[config.mk]
export PLATFORM = sky130hd
export DESIGN_NAME = imsc_mac
export DESIGN_NICKNAME = d
export VERILOG_FILES = /design/src/hw/rtl/imsc_pkg.sv /design/src/hw/rtl/imsc_mac.sv
export SDC_FILE = /design/constraint.sdc
export NUM_CORES = 2
export LEC_CHECK = 0
export BUFFER_PORTS_ARGS = -buffer_cell sky130_fd_sc_hd__buf_2
export CAP_MARGIN = 0
export CORE_AREA = 2 2 396 398
export CTS_CLUSTER_DIAMETER = 60
export CTS_CLUSTER_SIZE = 30
export DETAILED_ROUTE_END_ITERATION = 10
export DIE_AREA = 0 0 398 400
export GPL_TIMING_DRIVEN = 0
export PLACE_DENSITY = 0.7
export SYNTH_ARGS = -nofsm -noshare
export SYNTH_HDL_FRONTEND = slang
export SYNTH_SLANG_ARGS = --single-unit
[constraint.sdc]
create_clock -name clk -period 8.6 [get_ports clk]
set_input_delay 1.72 -clock clk [delete_from_list [all_inputs] [get_ports clk]]
set_output_delay 1.72 -clock clk [all_outputs]
set_load 0.01 [all_outputs]
[src/hw/rtl/imsc_pkg.sv]
// Shared types, constants and the requantize function for the int8 matmul block.
// No dependencies; every other file in hw/rtl imports this package.
package imsc_pkg;

	localparam int DEF_MAX_K = 64;
	localparam int DEF_MAX_N = 16;

	localparam int ACC_W  = 22;
	localparam int PROD_W = 16;

	localparam logic signed [7:0] SAT_MAX = 8'sd127;
	localparam logic signed [7:0] SAT_MIN = -8'sd128;

	// configuration register indexes
	localparam logic [1:0] CFG_K_DEPTH = 2'd0;
	localparam logic [1:0] CFG_N_COLS  = 2'd1;
	localparam logic [1:0] CFG_SHIFT   = 2'd2;

	localparam logic OP_WEIGHT = 1'b0;
	localparam logic OP_ACT    = 1'b1;

	localparam logic [6:0] RST_K_DEPTH = 7'd64;
	localparam logic [4:0] RST_N_COLS  = 5'd16;
	localparam logic [4:0] RST_SHIFT   = 5'd0;

	typedef struct packed {
		logic              op;
		logic [5:0]        k_index;
		logic [3:0]        col_index;
		logic signed [7:0] value;
		logic              last_row;
	} item_t;

	typedef struct packed {
		logic signed [7:0] out_value;
		logic [3:0]        out_col;
		logic              last;
		logic              matrix_end;
	} result_t;

	// control that rides along an activation through the MAC pipeline
	typedef struct packed {
		logic valid;
		logic clear;
		logic emit;
		logic last_row;
	} mac_ctrl_t;

	// MAC status seen by the top level and the emitter
	typedef struct packed {
		logic pend;
		logic done;
		logic last_row;
	} mac_stat_t;

	function automatic logic signed [7:0] requant(
		input logic signed [ACC_W-1:0] acc,
		input logic [4:0]              sh
	);
		logic signed [ACC_W-1:0] r;
		logic                    fits;
		r    = acc >>> sh;
		fits = (r[ACC_W-1:7] == '0) || (r[ACC_W-1:7] == '1);
		if (fits) begin
			requant = r[7:0];
		end else if (r[ACC_W-1]) begin
			requant = SAT_MIN;
		end else begin
			requant = SAT_MAX;
		end
	endfunction

endpackage

[src/hw/rtl/imsc_mac.sv]
// MAC lanes: one 8x8 multiplier and one 22-bit accumulator per column.
// Takes the registered weight row from imsc_wmem; depends on imsc_pkg.
module imsc_mac #(
	parameter int MAX_N = imsc_pkg::DEF_MAX_N
) (
	input  logic                                     clk,
	input  logic                                     arst_n,
	input  imsc_pkg::mac_ctrl_t                      ctrl,
	input  logic signed [7:0]                        act,
	input  logic [MAX_N*8-1:0]                       wrow,
	input  logic                                     clear_all,
	output logic [MAX_N-1:0][imsc_pkg::ACC_W-1:0]    acc,
	output imsc_pkg::mac_stat_t                      stat
);
	import imsc_pkg::*;

	mac_ctrl_t                        ctrl_s1;
	mac_ctrl_t                        ctrl_s2;
	logic signed [7:0]                act_s1;
	logic [MAX_N-1:0][PROD_W-1:0]     prod_s2;
	logic [MAX_N-1:0][ACC_W-1:0]      acc_q;

	always_ff @(posedge clk or negedge arst_n) begin
		if (!arst_n) begin
			ctrl_s1 <= '0;
			ctrl_s2 <= '0;
		end else begin
			ctrl_s1 <= ctrl;
			ctrl_s2 <= ctrl_s1;
		end
	end

	always_ff @(posedge clk) begin
		if (ctrl.valid) begin
			act_s1 <= act;
		end
	end

	always_ff @(posedge clk) begin
		for (int j = 0; j < MAX_N; j++) begin
			if (ctrl_s1.valid) begin
				prod_s2[j] <= PROD_W'(act_s1 * $signed(wrow[j*8 +: 8]));
			end
		end
	end

	// row start and end of emission both zero the accumulators
	always_ff @(posedge clk or negedge arst_n) begin
		if (!arst_n) begin
			acc_q <= '0;
		end else if (clear_all) begin
			acc_q <= '0;
		end else if (ctrl_s2.valid) begin
			for (int j = 0; j < MAX_N; j++) begin
				acc_q[j] <= (ctrl_s2.clear ? ACC_W'(0) : acc_q[j])
					+ {{(ACC_W-PROD_W){prod_s2[j][PROD_W-1]}}, prod_s2[j]};
			end
		end
	end

	assign acc           = acc_q;
	assign stat.pend     = (ctrl_s1.valid && ctrl_s1.emit) || (ctrl_s2.valid && ctrl_s2.emit);
	assign stat.done     = ctrl_s2.valid && ctrl_s2.emit;
	assign stat.last_row = ctrl_s2.last_row;

endmodule

==> key figures <==
Outcome
  – Status: finished, violations left
  – Failing checks: max-capacitance violations, max-slew violations

Clocking
  – Clock Latency Late Sink: 0.77 ns
  – Clk buf depth: 3
  – Post-CTS Setup Repair Bufs: 0
  – Post-CTS resize count: 0
  – Root buf cell: clkbuf_16
  – Hold-fix buffers at CTS: 0
  – CTS tree: done
  – Clk sinks: 624
  – H-Tree Depth: 3
  – Clock slew at reported path FFs: 0.07 ns
  – Cts bufs inserted: 89

Worst hold path
  – HP Class: flip-flop to flip-flop

Power
  – Sequential Power Share: 0.202
  – Pwr dens: 323.3 nW/um2
  – Pint: 15.14 mW
  – VDD IR max: 0.0002138 V
  – Power share of the clock group: 0.145
  – Pwr Total: 28.34 mW
  – Leakage Power: 43.91 nW
  – P_sw: 13.20 mW
  – Switching portion of total power: 0.4657
  – Combinational Power Share: 0.653

Logic synthesis
  – Post-synth design cell area: 78510 um2
  – Async set-reset flop share out of synthesis: 0.5769
  – Top FF cell, synth: dfrtp_1
  – Mean Syn Cell Area: 9.345 um2
  – Area leader, netlist: fa_1
  – Top cell type's share of synthesized area: 0.2285
  – Flops & latches, synth: 624
  – Syn nets: 10241
  – EDFF count, synth: 264
  – Synth warnings: 0
  – Synth Instances: 8402
  – Synth area leaders: fa_1 23%, ha_1 13%, dfrtp_1 11%
  – Synth cell types: 91
  – Sequential share of the synthesized area: 0.2157

Finish
  – Nets: 10854
  – Fill cells: 13872
  – Design area: 87650 um2
  – Share of post-route cells with drive strength above 1: 0.08921
  – Most frequent cells in the layout: 1402 x inv_1, 896 x fa_1, 800 x ha_1
  – Area delta synth->final: 11.64%
  – Commonest non-fill, non-tap cell in the layout: inv_1

Job
  – Max Cap Viol: 15

Worst setup path
  – Worst-path cell chain: clkbuf_1, clkbuf_1, buf_1, nand2_1, fa_1, fa_1, inv_1, fa_1, inv_1, fa_1, inv_1, ha_1, inv_1, o21ai_0, a21oi_1, o21ai_0, a21oi_1, nor2b_1, o21a_1, o41a_1, xnor2_1
  – Max FO, Critical Path: 10
  – Crit Path Category: flip-flop to flip-flop
  – CP delay by family, top: buffers and inverters
  – Worst path bufs/invs: 7
  – Crit path largest cell delay: 1.04 ns
  – Worst setup SP type: flip-flop
  – CP max stage cell: buf_1
  – CP Data Required Time: 9.10 ns
  – WP data arrival: 7.94 ns
  – Crit. End Element: flip-flop

Route
  – Vias per Instance: 5.629
  – First-pass iteration count of the detailed router: 5
  – Routed wire length: 274.8 mm
  – First DRT Iteration DRCs: 5132
  – DR vias: 63149
  – WL/cell: 24.50 um
  – Antenna viol nets, final: 0
  – DRC: 0

Global route
  – Pin count of the biggest net entering global routing: 104
  – First-pass GRT wire length: 402.7 mm
  – Vias in the first global route: 63968
  – GR Overflow Total: 0
  – Gr usage total: 0.3463
  – Antenna violations before repair: 107

Floorplan
  – Placement row count: 145
  – Total die area: 159200 um2
  – IO Count: 498
  – Die X: 398 um
  – Core ar.: 155100 um2
  – DIE HEIGHT: 400 um
  – Starting Density: 0.5062

Place
  – Gpl congestion: 0.9748
  – PortBufs: 497
  – HPWL Detailed: 214.1 mm
  – Area after DPL: 84170 um2

Timing
  – Worst Skew: 0.05704 ns
  – FMAX: 0.1344 GHz
  – Final setup fails: 0
  – Final Hold Viols: 0
  – RSZ-0062 raised after global routing: false
  – Final Max Slew Viols: 136
  – Hold Slack: 0.3496 ns
  – Slew @ Worst Pin: 1.614 ns
  – Final TNS setup: 0 ns
  – Slew HR: -0.07568
  – Final period util: 0.8654
  – Final min period: 7.443 ns
## through the flow
stage / setup slack (ns) / instances / util
after global routing: 1.048 / 11172 / 0.5643
after detailed placement: 1.222 / 10981 / 0.5426
after CTS: 1.204 / 11148 / 0.5638
final: 1.157 / 11218 / 0.5651
after global placement: -2.624 / 10957 / 0.5388
after floorplan: 0.7785 / 8402 / -
## registers in the layout (all words and copies together), names as in the netlist
name	cells
prod_s2	256
stat	1
acc	352
act_s1	8
ctrl_s1	4
ctrl_s2	3
## power by group through the flow
stage / Clock, mW / Sequential, mW / Combinational [mW]
5_1_grt: 4.27 / 5.81 / 20.8
3_5_place_dp: 0 / 5.77 / 18.3
6_report: 4.10 / 5.73 / 18.5
2_1_floorplan: 0 / 5.64 / 13.3
4_1_cts: 4.16 / 5.72 / 18.5
3_3_place_gp: 0 / 5.79 / 17.9
## final cells by class
| type | instances | area (um2) | area share |
|---|---|---|---|
| timing repair buffer | 522 | 3042 | 0.03470 |
| buffer | 252 | 1003 | 0.01145 |
| tap | 2058 | 2575 | 0.02938 |
| inverter | 1402 | 5263 | 0.06004 |
| multi-input combinational | 6124 | 55370 | 0.6317 |
| clock inverter | 69 | 933.4 | 0.01065 |
| antenna | 69 | 172.7 | 0.001970 |
| clock buffer | 98 | 2355 | 0.02686 |
| sequential | 624 | 16940 | 0.1933 |
## cell usage after synthesis (53+ instances only)
library cell and instances:
nand3_1 63, o21bai_1 53, o21ai_0 280, ha_1 800
nor2_1 500, mux2i_1 156, nor2b_1 495, a211oi_1 56
nand2b_1 68, clkbuf_1 219, dfrtp_1 360, a21oi_1 352
xnor2_1 392, nor3_1 69, a21o_1 157, edfxtp_1 264
nand2_1 474, xor2_1 116, and2_1 699, fa_1 896
inv_1 1402
## cell families (layout without fill, tap and decap cells)
family	after synthesis	after routing	synth area share
simple gates	2526	2526	0.1695
compound gates	1221	1221	0.1007
xor+xnor	508	508	0.05667
fa+ha+maj	1696	1696	0.3559
other cells	0	69	0
buf+inv	1654	2343	0.07912
mux	173	173	0.02233
flops	624	624	0.2157
## metal layers
layer,part of all wire,vias to the layer above,track usage
met5,0.0010,-,0
met4,0.067,44,0.2175
met3,0.097,679,0.07923
met2,0.45,2648,0.5413
met1,0.38,31432,0.4348
li1,-,28346,-
## worst paths after layout
path	startpoint	endpoint	slack (ns)	cells after the start
min in group asynchronous	arst_n	acc[56]	0.90	1
hold reg to reg	ctrl_s1[0]	stat[0]	0.35	0
setup reg to reg	act_s1[2]	prod_s2[207]	1.16	21
max in group asynchronous	arst_n	acc[239]	6.22	3
hold / removal	ctrl_s1[0]	stat[0]	0.35	0
setup / recovery	act_s1[2]	prod_s2[207]	1.16	21
(Power assumes the default switching activity.)
