[config.mk]
export PLATFORM = sky130hd
export DESIGN_NAME = imsc_emit
export DESIGN_NICKNAME = d
export VERILOG_FILES = /design/src/hw/rtl/imsc_pkg.sv /design/src/hw/rtl/imsc_emit.sv
export SDC_FILE = /design/constraint.sdc
export NUM_CORES = 1
export LEC_CHECK = 0
export ABC_AREA = 1
export ABC_CLOCK_PERIOD_IN_PS = 2200
export BUFFER_PORTS_ARGS = -buffer_cell sky130_fd_sc_hd__buf_2
export CORE_AREA = 3 3 147 149
export CTS_CLUSTER_DIAMETER = 80
export DETAILED_ROUTE_END_ITERATION = 7
export DIE_AREA = 0 0 150 152
export SLEW_MARGIN = 5
export SYNTH_ARGS = -nofsm -noshare
export SYNTH_HDL_FRONTEND = slang
export SYNTH_SLANG_ARGS = --single-unit
[constraint.sdc]
create_clock -name clk -period 2.2 [get_ports clk]
set_clock_uncertainty 0.1 [all_clocks]
set_input_delay 0.11 -clock clk [delete_from_list [all_inputs] [get_ports clk]]
set_output_delay 0.11 -clock clk [all_outputs]
set_load 0.01 [all_outputs]
[src/hw/rtl/imsc_pkg.sv]
// Shared types, constants and the requantize function for the int8 matmul block.
// No dependencies; every other file in hw/rtl imports this package.
package imsc_pkg;

	localparam int DEF_MAX_K = 64;
	localparam int DEF_MAX_N = 16;

	localparam int ACC_W  = 22;
	localparam int PROD_W = 16;

	localparam logic signed [7:0] SAT_MAX = 8'sd127;
	localparam logic signed [7:0] SAT_MIN = -8'sd128;

	// configuration register indexes
	localparam logic [1:0] CFG_K_DEPTH = 2'd0;
	localparam logic [1:0] CFG_N_COLS  = 2'd1;
	localparam logic [1:0] CFG_SHIFT   = 2'd2;

	localparam logic OP_WEIGHT = 1'b0;
	localparam logic OP_ACT    = 1'b1;

	localparam logic [6:0] RST_K_DEPTH = 7'd64;
	localparam logic [4:0] RST_N_COLS  = 5'd16;
	localparam logic [4:0] RST_SHIFT   = 5'd0;

	typedef struct packed {
		logic              op;
		logic [5:0]        k_index;
		logic [3:0]        col_index;
		logic signed [7:0] value;
		logic              last_row;
	} item_t;

	typedef struct packed {
		logic signed [7:0] out_value;
		logic [3:0]        out_col;
		logic              last;
		logic              matrix_end;
	} result_t;

	// control that rides along an activation through the MAC pipeline
	typedef struct packed {
		logic valid;
		logic clear;
		logic emit;
		logic last_row;
	} mac_ctrl_t;

	// MAC status seen by the top level and the emitter
	typedef struct packed {
		logic pend;
		logic done;
		logic last_row;
	} mac_stat_t;

	function automatic logic signed [7:0] requant(
		input logic signed [ACC_W-1:0] acc,
		input logic [4:0]              sh
	);
		logic signed [ACC_W-1:0] r;
		logic                    fits;
		r    = acc >>> sh;
		fits = (r[ACC_W-1:7] == '0) || (r[ACC_W-1:7] == '1);
		if (fits) begin
			requant = r[7:0];
		end else if (r[ACC_W-1]) begin
			requant = SAT_MIN;
		end else begin
			requant = SAT_MAX;
		end
	endfunction

endpackage

[src/hw/rtl/imsc_emit.sv]
// Result sequencer: walks the columns, requantizes each accumulator into a
// registered output slot. Depends on imsc_pkg.
module imsc_emit #(
	parameter int MAX_N = imsc_pkg::DEF_MAX_N,
	parameter int CW    = (MAX_N > 1) ? $clog2(MAX_N) : 1,
	parameter int NCW   = $clog2(MAX_N + 1)
) (
	input  logic                                     clk,
	input  logic                                     arst_n,
	input  imsc_pkg::mac_stat_t                      stat,
	input  logic [MAX_N-1:0][imsc_pkg::ACC_W-1:0]    acc,
	input  logic [NCW-1:0]                           eff_n,
	input  logic [4:0]                               shift_amount,
	output logic                                     busy,
	output logic                                     clear_all,
	output logic                                     res_valid,
	input  logic                                     res_ready,
	output imsc_pkg::result_t                        res
);
	import imsc_pkg::*;

	logic          busy_q;
	logic [CW-1:0] col_q;
	logic          last_row_q;
	logic          res_valid_q;
	result_t       res_q;
	logic          load;
	logic          is_last;

	assign load    = busy_q && (!res_valid_q || res_ready);
	assign is_last = 32'(col_q) == 32'(eff_n) - 32'd1;

	always_ff @(posedge clk or negedge arst_n) begin
		if (!arst_n) begin
			busy_q      <= 1'b0;
			col_q       <= '0;
			last_row_q  <= 1'b0;
			res_valid_q <= 1'b0;
		end else begin
			if (stat.done) begin
				busy_q     <= 1'b1;
				col_q      <= '0;
				last_row_q <= stat.last_row;
			end else if (load) begin
				col_q <= col_q + CW'(1);
				if (is_last) begin
					busy_q <= 1'b0;
				end
			end
			if (load) begin
				res_valid_q <= 1'b1;
			end else if (res_ready) begin
				res_valid_q <= 1'b0;
			end
		end
	end

	always_ff @(posedge clk) begin
		if (load) begin
			res_q.out_value  <= requant($signed(acc[col_q]), shift_amount);
			res_q.out_col    <= 4'(col_q);
			res_q.last       <= is_last;
			res_q.matrix_end <= is_last && last_row_q;
		end
	end

	assign busy      = busy_q;
	assign clear_all = load && is_last;
	assign res_valid = res_valid_q;
	assign res       = res_q;

	assert property (@(posedge clk) disable iff (!arst_n) stat.done |-> !busy_q)
		else $error("row finished while previous row still emitting");
	assert property (@(posedge clk) disable iff (!arst_n)
		clear_all |=> (res_valid_q && res_q.last))
		else $error("accumulators cleared without final result in output slot");
	assert property (@(posedge clk) disable iff (!arst_n)
		(busy_q && !load) |=> $stable(col_q))
		else $error("column advanced without a load");

endmodule

==> metrics.md <==
| Metric | Value |
|---|---|
| Asr flop ratio synth | `33.3%` |
| Tot Pwr | `3.34 mW` |
| Number of I/O pins | `385` |
| Clock transition at path regs | `60 ps` |
| Dpl hpwl | `23.0 mm` |
| Synth warnings | `0` |
| Syn-to-layout area delta | `66.2%` |
| TritonRoute pass-1 iters | `5` |
| Fmax | `350 MHz` |
| Syn nets | `1509` |
| Commonest non-fill, non-tap cells in the layout | `383 x buf_2, 335 x nand2_1, 144 x nor2_1` |
| Rel. slew slack | `59.6%` |
| Port Buffers | `383` |
| Remaining DRCs | `0` |
| Syn avg cell area | `between 5 and 6 µm²` |
| Via Count | `a little over 9000` |
| Critical path arrival | `2770 ps` |
| Nets | `between 1500 and 2000` |
| Max clock buf depth | `2` |
| Post-synth EDFFs | `14` |
| PnR worst setup slack | `-659 ps` |
| Seq/Total Area, Yosys | `10.4%` |
| Starting Density | `28.3%` |
| Final worst-path cycle share | `130%` |
| Worst reg2reg path depth | `20` |
| Met3 Resource Use GR | `2.68%` |
| Cell row count | `52` |
| Clock period minus worst slack | `2860 ps` |
| Post-DRT Antenna Nets | `0` |
| Reg2reg start | `col_q[0]` |
| DR iter-0 viols | `532` |
| Die X | `150 µm` |
| Vias in the first global route | `8647` |
| Critical Path Source Type | `flop` |
| Vias/cell | `~5` |
| Outcome | `finished, violations left` |
| CTS HTree Levels | `1` |
| Gr busiest metal | `met2` |
| Post-DR wirelength/cell | `roughly 16 µm` |
| Setup-failing EPs final | `8` |
| Worst Setup EP | `res[7]` |
| Failing checks | `negative setup slack` |
| Synth unique cells | `33` |
| Share of cells above drive strength 1 | `42.2%` |
| Post-synth top flop | `edfxtp_1` |
| RD Place Congestion | `0.889` |
| Total negative slack | `-4740 ps` |
| Die ar. | `0.0228 mm²` |
| Total CTS buffers | `3` |
| Root Driver | `clkbuf_16` |
| Grt ovf | `0` |
| Clock latency on the worst-skew pair | `~250 ps` |
| Global routing met1 resource utilization | `approximately 29%` |
| Pin slew with the least headroom to its limit | `606 ps` |
| Leak | `5.10 nW` |
| RR Endpoint | `res[7]` |
| Post-synthesis register bit count | `21` |
| Mapped cell area | `0.00574 mm²` |
| RSZ-0062 raised after global routing | `yes` |
| Synthesized instance count | `1139` |
| Pwr/cell area | `350 mW/mm²` |
| Reg-to-reg setup timing slack | `-660 ps` |
| HP Class | `primary input to flop` |
| First-pass GRT wire length | `44.2 mm` |
| DIE HEIGHT | `152 µm` |
| Hold Vio Cnt, Final | `0` |
| Max VDD drop | `0.221 mV` |
| Peak fanout along the critical path | `8` |
| Final Slew Violations | `0` |
| WS Path Type | `flop to flop` |
| CP Data Required Time | `2110 ps` |
| CP Capture Type | `flop` |
| Crit path launch | `col_q[0]` |
| Max Cap Viol | `0` |
| Routed Wire Length | `29.8 mm` |
| Initial antenna violation count | `0` |
| Met2 Track Usage GR | `about 44%` |
| Core Box Area | `0.0203 mm²` |
| All-Layer GR Usage | `23.8%` |
| Commonest non-fill, non-tap cell in the layout | `buf_2` |
| CTS tree | `yes` |
| Largest net degree at the start of global routing | `40` |
| Clk sinks | `21` |
==> timing repair <==
item / CTS / global route
gates cloned: 4 / 3
hold buffers: 2 / 0
pin swaps: 47 / 36
buffers inserted: 12 / 3
endpoints found under the hold margin: 8 / 0
setup endpoints to repair: 8 / 9
resized for setup: 110 / 96
==> kinds of logic (layout without fill, tap and decap cells) <==
kind of cell	Yosys count	after routing	share of synthesized area, %
adder cells (fa/ha/maj)	2	2	0.436
flip-flops	21	21	10.4
XOR/XNOR	4	4	0.611
AND/OR/NAND/NOR	771	771	56.4
other	0	1	0
AO/OA/AOI/OAI	166	166	17.0
buffers and inverters	175	577	15.2
==> registers in the layout, summed over array words and instances (netlist names) <==
register,count
busy,1
res,14
last_row_q,1
res_valid,1
col_q,4
==> synthesized netlist by cell type, types with 2 or more instances <==
master	count	area [µm²]
or2_0	2	12.5
dfrtp_1	7	175
clkinv_1	3	11.3
o21a_1	2	15.0
buf_1	3	11.3
clkbuf_1	22	82.6
nor2_1	153	574
inv_2	3	11.3
edfxtp_1	14	420
inv_4	2	12.5
nand2_1	365	1370
o21ai_1	10	50.1
buf_6	17	191
xnor2_1	2	17.5
or2_1	3	18.8
nand2_2	2	12.5
xor2_1	2	17.5
nand3_2	3	30.0
buf_4	10	75.1
o211ai_1	23	173
o221ai_1	14	123
nand3_1	240	1200
a21oi_1	8	40.0
ha_1	2	25.0
inv_1	80	300
o22ai_1	10	62.6
o311ai_0	2	17.5
o21ai_0	95	475
nor3_1	2	10.0
buf_2	35	175
==> power breakdown <==
part | switching, mW | internal, mW
Sequential | 0.0158 | 0.469
Clock | 0.145 | 0.244
Combinational | 1.38 | 1.09
Total | 1.54 | 1.80
==> critical path, stage by stage (launching register included) <==
cell       delay [ps]
dfrtp_4           500
buf_12            160
clkinv_16          80
buf_12            120
nand2_1            80
nand2_1            80
nand2_1            60
nand3_2            80
nand3_2           130
nand2_4           150
buf_4             110
buf_4             120
nor2_1             50
inv_1              80
nand3_1            70
nor2_1            110
nand2_1            70
nor2_1            140
nand2_2           110
nand3_4           130
nand2_1            70
==> per-layer routing <==
metal  vias up  share of wire [%]
met4         0                2.8
met5         -                  0
met3        56                7.6
li1       4559                  -
met1      4161                 39
met2       415                 51
==> final cells by class <==
type	instances	area, µm²
fill	2170	10800
tap	270	338
multi-input combinational	943	5080
clock buffer	3	75.1
sequential	21	602
inverter	88	364
clock inverter	1	5.00
antenna	1	2.50
timing repair buffer	485	3070
==> through the flow <==
stage               hold slack (ps)  cells  utilization (%)  area (µm²)  worst slack [ps]
floorplan                      -286   1139                -        5760              -198
global placement               -126   1784             40.6        8240              -714
detailed placement             -128   1784             40.6        8240              -722
CTS                            5.37   1806             44.6        9050              -641
global route                   32.0   1811             46.9        9530              -808
finish                         5.88   1812             46.9        9530              -659
==> worst min path at each step <==
stage          slack, ps      start  cells after the start   endpoint
3_5_place_dp        -130     arst_n                      1       busy
5_1_grt               30    stat[1]                      2   col_q[1]
3_3_place_gp        -130     arst_n                      1  res_valid
4_1_cts                5  res_ready                      4  res_valid
6_report               6  res_ready                      4  res_valid
2_1_floorplan       -290     arst_n                      0       busy
No activity file was read; power rests on OpenSTA's default activity.
